## config.mk

```make
export PLATFORM = sky130hd
export DESIGN_NAME = bounded_hop_reachability
export DESIGN_NICKNAME = d
export VERILOG_FILES = /design/src/bhr_pkg.sv /design/src/bounded_hop_reachability.sv
export VERILOG_INCLUDE_DIRS = /design/src /design/src/src
export SDC_FILE = /design/constraint.sdc
export NUM_CORES = 1
export LEC_CHECK = 0
export BUFFER_PORTS_ARGS = -buffer_cell sky130_fd_sc_hd__buf_2
export CAP_MARGIN = 25
export CORE_MARGIN = 2
export CORE_UTILIZATION = 55
export DETAILED_ROUTE_END_ITERATION = 7
export PLACE_DENSITY = 0.76
export SYNTH_ARGS = -nofsm -noshare
export SYNTH_HDL_FRONTEND = slang
export SYNTH_SLANG_ARGS = --single-unit
```

## constraint.sdc

```tcl
create_clock -name clock -period 4.7 [get_ports clock]
set_clock_uncertainty 0.15 [all_clocks]
set_input_delay 0.47 -clock clock [delete_from_list [all_inputs] [get_ports clock]]
set_output_delay 0.47 -clock clock [all_outputs]
set_load 0.03 [all_outputs]
```

## src/bounded_hop_reachability_defines.svh

```systemverilog
// Assertion macros for the bounded hop reachability block.
// No dependencies; included by the top level.
`ifndef BOUNDED_HOP_REACHABILITY_DEFINES_SVH
`define BOUNDED_HOP_REACHABILITY_DEFINES_SVH

// Consequent checked in the same cycle as the antecedent.
`define BHR_ASSERT_NOW(name, clk, rst, ante, cons, msg) \
   name: assert property (@(posedge clk) disable iff (rst) (ante) |-> (cons)) \
      else $error(msg);

// Consequent checked in the cycle after the antecedent.
`define BHR_ASSERT_NEXT(name, clk, rst, ante, cons, msg) \
   name: assert property (@(posedge clk) disable iff (rst) (ante) |=> (cons)) \
      else $error(msg);

`endif

```

## src/bhr_pkg.sv

```systemverilog
// Shared field widths and codes for the bounded hop reachability block.
// No dependencies.
package bhr_pkg;

   localparam int VERTEX_W   = 3;
   localparam int STEPS_W    = 4;
   localparam int REQ_DATA_W = 16;
   localparam int RSP_DATA_W = 8;

   localparam logic ACT_ADD   = 1'b0;
   localparam logic ACT_QUERY = 1'b1;

endpackage

```

## src/bounded_hop_reachability.sv

```systemverilog
// Bounded hop reachability over a small directed graph held as an adjacency memory.
// Depends on bhr_pkg and bounded_hop_reachability_defines.svh.
//
// Usage:
//   req channel: one item is an edge add (tuser = 0) or a reachability query
//   (tuser = 1). tdata carries from_vertex, to_vertex and max_steps.
//   rsp channel: exactly one item per request. tuser = 1 marks a query answer,
//   tdata[0] gives reachable (always 0 for an add acknowledgement).
// Timing:
//   An add takes one memory read and one write: the acknowledgement passes
//   S_WRITE, then S_DONE, into the rsp register. A query walks the graph breadth
//   first, one adjacency row read per cycle from the row memory while the
//   frontier holds vertices, and a level step in S_PICK each time it empties.
//   Only one item is in flight; req_tready is high while the block is idle,
//   even when an earlier result still waits on the rsp side.
// Reset:
//   Synchronous, active high. Per-row valid flags clear at once, so the graph
//   reads as empty as soon as reset is released; no clearing pass is run.
// Stall:
//   A finished result waits in the rsp register until taken; a following
//   item is worked on meanwhile and holds its own result until the register
//   frees.
`include "bounded_hop_reachability_defines.svh"

module bounded_hop_reachability
   import bhr_pkg::*;
#(
   parameter int NODES = 8
) (
   input  logic                  clock,
   input  logic                  reset,
   input  logic                  req_tvalid,
   output logic                  req_tready,
   // [2:0] from_vertex, [5:3] to_vertex, [9:6] max_steps, [15:10] zero
   input  logic [REQ_DATA_W-1:0] req_tdata,
   // [0] action
   input  logic                  req_tuser,
   output logic                  rsp_tvalid,
   input  logic                  rsp_tready,
   // [0] reachable, [7:1] zero
   output logic [RSP_DATA_W-1:0] rsp_tdata,
   // [0] is_answer
   output logic                  rsp_tuser
);

   localparam int IDX_W = $clog2(NODES);

   typedef logic [NODES-1:0] row_type;
   typedef logic [IDX_W-1:0] idx_type;
   typedef enum logic [1:0] {S_IDLE, S_WRITE, S_PICK, S_DONE} state_type;

   function automatic idx_type onehot_to_idx(input row_type oh);
      idx_type idx;
      idx = '0;
      for (int i = 0; i < NODES; i++) begin
         if (oh[i]) begin
            idx = idx | idx_type'(i);
         end
      end
      return idx;
   endfunction

   state_type                state_ff, state_in;
   logic                     query_ff, query_in;
   logic                     range_ff, range_in;
   idx_type                  src_ff, src_in;
   idx_type                  dst_ff, dst_in;
   row_type                  vis_ff, vis_in;
   row_type                  front_ff, front_in;
   row_type                  next_ff, next_in;
   logic [STEPS_W-1:0]       remain_ff, remain_in;
   logic                     pend_ff, pend_in;
   logic                     rd_vld_ff, rd_vld_in;
   logic                     rsp_valid_ff, rsp_valid_in;
   logic                     rsp_user_ff, rsp_user_in;
   logic                     rsp_reach_ff, rsp_reach_in;
   row_type                  row_vld_ff, row_vld_in;

   row_type                  edge_rows_ff [NODES];
   row_type                  rd_data_ff;

   logic                     rd_en;
   idx_type                  rd_addr;
   logic                     wr_en;
   row_type                  wr_data;

   logic [VERTEX_W-1:0]      req_from;
   logic [VERTEX_W-1:0]      req_to;
   logic [STEPS_W-1:0]       req_steps;
   logic [STEPS_W-1:0]       steps_eff;
   logic                     req_range;
   idx_type                  req_src_idx;
   idx_type                  req_dst_idx;
   logic                     req_fire;
   row_type                  acc_row;
   row_type                  next_full;
   row_type                  pick_oh;
   idx_type                  pick_idx;
   row_type                  new_set;

   assign req_from    = req_tdata[VERTEX_W-1:0];
   assign req_to      = req_tdata[2*VERTEX_W-1:VERTEX_W];
   assign req_steps   = req_tdata[2*VERTEX_W+STEPS_W-1:2*VERTEX_W];
   assign req_range   = (int'(req_from) < NODES) && (int'(req_to) < NODES);
   assign req_src_idx = idx_type'(req_from);
   assign req_dst_idx = idx_type'(req_to);
   assign steps_eff   = (int'(req_steps) > NODES - 1) ? STEPS_W'(NODES - 1) : req_steps;

   assign req_tready  = (state_ff == S_IDLE);
   assign req_fire    = req_tvalid && req_tready;

   assign acc_row     = (pend_ff && rd_vld_ff) ? rd_data_ff : '0;
   assign next_full   = next_ff | acc_row;
   assign pick_oh     = front_ff & (~front_ff + row_type'(1));
   assign pick_idx    = onehot_to_idx(pick_oh);
   assign new_set     = next_full & ~vis_ff;

   always_comb begin
      state_in     = state_ff;
      query_in     = query_ff;
      range_in     = range_ff;
      src_in       = src_ff;
      dst_in       = dst_ff;
      vis_in       = vis_ff;
      front_in     = front_ff;
      next_in      = next_ff;
      remain_in    = remain_ff;
      pend_in      = 1'b0;
      rd_vld_in    = rd_vld_ff;
      rsp_valid_in = rsp_valid_ff && !rsp_tready;
      rsp_user_in  = rsp_user_ff;
      rsp_reach_in = rsp_reach_ff;
      row_vld_in   = row_vld_ff;
      rd_en        = 1'b0;
      rd_addr      = req_src_idx;
      wr_en        = 1'b0;
      wr_data      = (rd_vld_ff ? rd_data_ff : '0) | (row_type'(1) << dst_ff);

      unique case (state_ff)
         S_IDLE: begin
            if (req_fire) begin
               query_in  = (req_tuser == ACT_QUERY);
               range_in  = req_range;
               src_in    = req_src_idx;
               dst_in    = req_dst_idx;
               vis_in    = row_type'(1) << req_src_idx;
               front_in  = row_type'(1) << req_src_idx;
               next_in   = '0;
               remain_in = steps_eff;
               rd_en     = req_range;
               rd_vld_in = req_range ? row_vld_ff[req_src_idx] : 1'b0;
               if (req_tuser == ACT_ADD) begin
                  state_in = S_WRITE;
               end else if (!req_range || steps_eff == '0) begin
                  state_in = S_DONE;
               end else begin
                  state_in = S_PICK;
               end
            end
         end
         S_WRITE: begin
            wr_en = range_ff;
            if (range_ff) begin
               row_vld_in[src_ff] = 1'b1;
            end
            state_in = S_DONE;
         end
         S_PICK: begin
            next_in = next_full;
            if (front_ff != '0) begin
               rd_en     = 1'b1;
               rd_addr   = pick_idx;
               rd_vld_in = row_vld_ff[pick_idx];
               front_in  = front_ff & ~pick_oh;
               pend_in   = 1'b1;
            end else begin
               vis_in    = vis_ff | new_set;
               front_in  = new_set;
               next_in   = '0;
               remain_in = remain_ff - STEPS_W'(1);
               if (remain_ff == STEPS_W'(1) || new_set == '0) begin
                  state_in = S_DONE;
               end
            end
         end
         S_DONE: begin
            if (!rsp_valid_ff || rsp_tready) begin
               rsp_valid_in = 1'b1;
               rsp_user_in  = query_ff;
               rsp_reach_in = query_ff && range_ff && vis_ff[dst_ff];
               state_in     = S_IDLE;
            end
         end
         default: begin
            state_in = S_IDLE;
         end
      endcase
   end

   always_ff @(posedge clock) begin
      if (reset) begin
         state_ff     <= S_IDLE;
         rsp_valid_ff <= 1'b0;
         row_vld_ff   <= '0;
         pend_ff      <= 1'b0;
      end else begin
         state_ff     <= state_in;
         rsp_valid_ff <= rsp_valid_in;
         row_vld_ff   <= row_vld_in;
         pend_ff      <= pend_in;
      end
      query_ff     <= query_in;
      range_ff     <= range_in;
      src_ff       <= src_in;
      dst_ff       <= dst_in;
      vis_ff       <= vis_in;
      front_ff     <= front_in;
      next_ff      <= next_in;
      remain_ff    <= remain_in;
      rd_vld_ff    <= rd_vld_in;
      rsp_user_ff  <= rsp_user_in;
      rsp_reach_ff <= rsp_reach_in;
   end

   always_ff @(posedge clock) begin
      if (rd_en) begin
         rd_data_ff <= edge_rows_ff[rd_addr];
      end
   end

   always_ff @(posedge clock) begin
      if (wr_en) begin
         edge_rows_ff[src_ff] <= wr_data;
      end
   end

   assign rsp_tvalid = rsp_valid_ff;
   assign rsp_tuser  = rsp_user_ff;
   assign rsp_tdata  = {{(RSP_DATA_W-1){1'b0}}, rsp_reach_ff};

   `BHR_ASSERT_NEXT(a_busy_after_accept, clock, reset, req_fire, state_ff != S_IDLE,
      "block still idle after accepting an item")
   `BHR_ASSERT_NOW(a_ack_not_reachable, clock, reset, rsp_tvalid && !rsp_tuser,
      rsp_tdata[0] == 1'b0, "add acknowledgement reports reachable")
   `BHR_ASSERT_NOW(a_front_in_visited, clock, reset, state_ff == S_PICK,
      (front_ff & ~vis_ff) == '0, "frontier holds a vertex outside the visited set")

endmodule
```

==> results.txt <==
----------------------------------------------------
[Die]
  Number of placed I/O pins ... 32
  Die Height ... 104.0 microns
  Effective utilization at floorplan ... 56.48%
  Standard-cell row count ... 36
  X dimension of the die ... 104.0 microns
  Die Area ... roughly 11000 sq um
  Placeable Area ... 9729 sq um

[Global routing]
  Antenna violations before repair ... 0
  Total GRT Usage ... 22.55%
  First-pass GRT wire length ... around 18 mm
  Final global-route overflow total ... 0
  Largest net degree at the start of global routing ... 42
  Number of global-route vias before repair ... 3467

[CTS]
  Number of CTS-inserted buffers ... 17
  Deepest level of the CTS H-tree ... 4
  Clock slew seen by the registers of the worst setup and hold paths ... 60 ps
  Post-CTS setup buffer count ... 0
  Clock latency on the worst-skew pair ... 530 ps
  Number of buffers on the longest clock path ... 2
  Number of sinks on the clock net ... 122
  TritonCTS clock tree ... built
  Cell at the root of the clock tree ... clkbuf_8

[Placement]
  Cell total after placement ... 547
  Placed wire-length estimate ... around 7.2 mm
  Port-buffer cells ... 18
  Gp weighted congestion ... 0.9057
  Pre-CTS setup slack ... 1501 ps

[Power]
  Relative contribution of combinational cells to total power ... 27.3%
  Internal power component ... ~2.8 mW
  Leakage Power ... 2.391 nW
  Seq pwr share ... 42.0%
  Maximum vdd drop ... 385.0 uV
  Power density normalized to cell area ... 664.3 nW/um^2
  Switching power ... 1.432 mW
  Clock share of power ... between 30% and 40%
  Switching share of total power ... 33.89%

[STA]
  Final setup TNS ... 0 ps
  Post-layout min period ... 3275 ps
  Final clock period utilization by the worst path ... around 70%
  Max Freq ... 305.3 MHz
  Max-slew violation count ... 0
  Worst Tran Pin Value ... a little over 1000 ps
  Setup repair after global routing missed its margin ... false
  Max transition margin ... a little under a third
  Setup violation total in the final timing report ... 0
  Final-report hold violation count ... 0
  Post-route worst setup slack ... 1425 ps

[Drt]
  Wirelength per Cell ... 19.40 microns
  Number of design-rule violations left by the first detailed-router iteration ... 368
  Number of detailed-routing iterations run before antenna repair ... 5
  DRC violation count after routing ... 0
  DRT antenna net count ... 0
  Drt total wl ... 11.41 mm
  Vias ... roughly 3500
  Via count normalized by instance count ... 5.990

[Finish]
  Number of antenna cells inserted ... 0
  Share of final-layout standard cells stronger than drive strength 1 ... between 10% and 20%
  Relative area change from synthesis to final layout ... 15.76%
  Fill count ... 716
  Count of nets after finishing ... 469
  Final cell count without fillers ... 588

[Synthesis]
  Number of synthesized flops with an enable pin ... 110
  Most area-hungry cell type in the Yosys netlist ... edfxtp_1
  Synth Flop Type ... edfxtp_1
  Most common cell in the synthesized netlist ... edfxtp_1
  Gate Count Post-Synth ... 411
  Sequential cell area fraction in the yosys report ... 64.48%
  Asr flop ratio synth ... 0%
  FF+latch count, synth ... 122
  Syn_area_per_cell ... 13.37 sq um
  Synth warnings ... 0
  Yosys cell types ... 49
  Mapped cell area ... 5495 sq um
  Fraction of post-synthesis cell area in the top cell type by area ... about three fifths
  Synth top area cells ... edfxtp_1 60%, mux2i_1 8.9%, dfxtp_1 4.4%, nor2_1 3.2%, a31oi_1 2.2%
  Synth top cells by count ... 110 x edfxtp_1, 49 x mux2i_1, 47 x nor2_1

[Worst setup path]
  Longest individual stage delay on the worst path ... 630 ps
  Category of the worst setup path launch point ... flip-flop
  Arrival @ worst endpoint ... approximately 3400 ps
  Kind of critical path ... reg -> reg
  Slowest stage cell on the critical path ... o2bb2ai_4
  Endpoint type of the worst setup path ... flip-flop
  Chain of cells forming the critical path ... inv_1 > ha_1 > buf_4 > a21boi_0 > o2bb2ai_4 > buf_4 > mux2i_1 > mux2i_1 > mux2_2
  Worst Path Required ... about 4800 ps
  Crit path max fanout ... 41

[Min path]
  Class of the most critical hold timing path ... in -> reg

[Outcome]
  Run status ... completed

[Job]
  Maximum capacitance violations ... 0

----------------------------------------------------
[flip-flops by register name, indices dropped and copies added, names as in the netlist]
register      flops
dst_ff            3
src_ff            3
next_ff           8
rsp_reach_ff      1
front_ff          8
row_vld_ff        8
edge_rows_ff     64
rd_vld_ff         1
remain_ff         4
rsp_tuser         1
rsp_tvalid        1
query_ff          1
rd_data_ff        8
vis_ff            8
pend_ff           1
state_ff          2
[layout make-up]
class                      count  area (sq um)  area share [%]
clock buffer                  17         414.1           6.511
clock inverter                15         181.4           2.852
inverter                      16         60.06          0.9441
multi-input combinational    253          1783           28.03
sequential                   122          3543           55.70
tap                          133         166.4           2.616
timing repair buffer          32         212.7           3.344
[worst max-delay path: cells and delay by family, from the launching register on]
family	cells	cell delay [ps]
buf+inv	3	740
flops	1	380
fa+ha+maj	1	190
compound gates	2	860
mux	3	680
[power by group through the flow]
stage / clock (mW) / combinational (mW) / sequential, mW
2_1_floorplan: 0 / 0.898 / 1.70
3_3_place_gp: 0 / 1.08 / 1.78
3_5_place_dp: 0 / 1.12 / 1.79
4_1_cts: 1.31 / 1.13 / 1.77
5_1_grt: 1.36 / 1.26 / 1.80
6_report: 1.29 / 1.16 / 1.78
[placed cells by master, fill, tap and decap left out, types with 5 or more instances in the layout]
| cell type | Yosys | routed |
|---|---|---|
| o21ai_0 | 5 | 5 |
| a31oi_1 | 19 | 19 |
| nor3_1 | 9 | 9 |
| buf_4 | 8 | 8 |
| ha_1 | 6 | 6 |
| inv_1 | 16 | 16 |
| nor2_1 | 47 | 47 |
| nand2_1 | 20 | 20 |
| a21oi_1 | 10 | 10 |
| mux2i_1 | 49 | 49 |
| nand2b_1 | 7 | 7 |
| edfxtp_1 | 110 | 110 |
| dfxtp_1 | 12 | 12 |
| o31ai_1 | 7 | 7 |
| clkbuf_16 | 0 | 16 |
| o22ai_1 | 7 | 7 |
| buf_2 | 6 | 18 |
| mux2_2 | 8 | 8 |
| conb_1 | 1 | 7 |
[logic make-up (layout without fill, tap and decap cells)]
kind of cell,after synthesis,after routing,share of synthesized area (%)
other,1,7,0.06824
AO/OA/AOI/OAI,73,73,9.153
AND/OR/NAND/NOR,104,104,8.584
buffers and inverters,42,80,3.825
flip-flops,122,122,64.48
XOR/XNOR,2,2,0.3188
multiplexers,61,61,12.20
adder cells (fa/ha/maj),6,6,1.366
[worst paths after layout]
kind                                   from       endpoint  slack, ps  cells past startpoint
worst min register to register     query_ff      rsp_tuser        300                      0
worst max-delay path            state_ff[0]  rd_data_ff[6]       1420                      9
worst max register to register  state_ff[0]  rd_data_ff[6]       1420                      9
worst min-delay path             rsp_tready     rsp_tvalid         80                      4
[layer usage]
| layer | share of wire [%] | global-route usage, % |
|---|---|---|
| met5 | 0 | 0 |
| met4 | 2.3 | 9.170 |
| met3 | 8.4 | 6.767 |
| met2 | 49 | 35.81 |
| met1 | 40 | 29.19 |
[metrics by stage]
stage | utilization (%) | instance area [sq um] | hold slack [ps] | power (mW)
after floorplan | - | 5518 | 268.0 | 2.595
after global placement | 58.31 | 5673 | 272.0 | 2.857
after detailed placement | 58.38 | 5680 | 286.4 | 2.905
after CTS | 64.92 | 6316 | 63.25 | 4.219
after global routing | 65.38 | 6361 | 107.6 | 4.424
final | 65.38 | 6361 | 83.93 | 4.226
[what timing repair did]
| item | in CTS | in global routing |
|---|---|---|
| hold buffers | 4 | 0 |
| gates resized for setup | 0 | 0 |
| hold endpoints to repair | 4 | 0 |
Note: power is estimated with default switching activity, not from simulation.
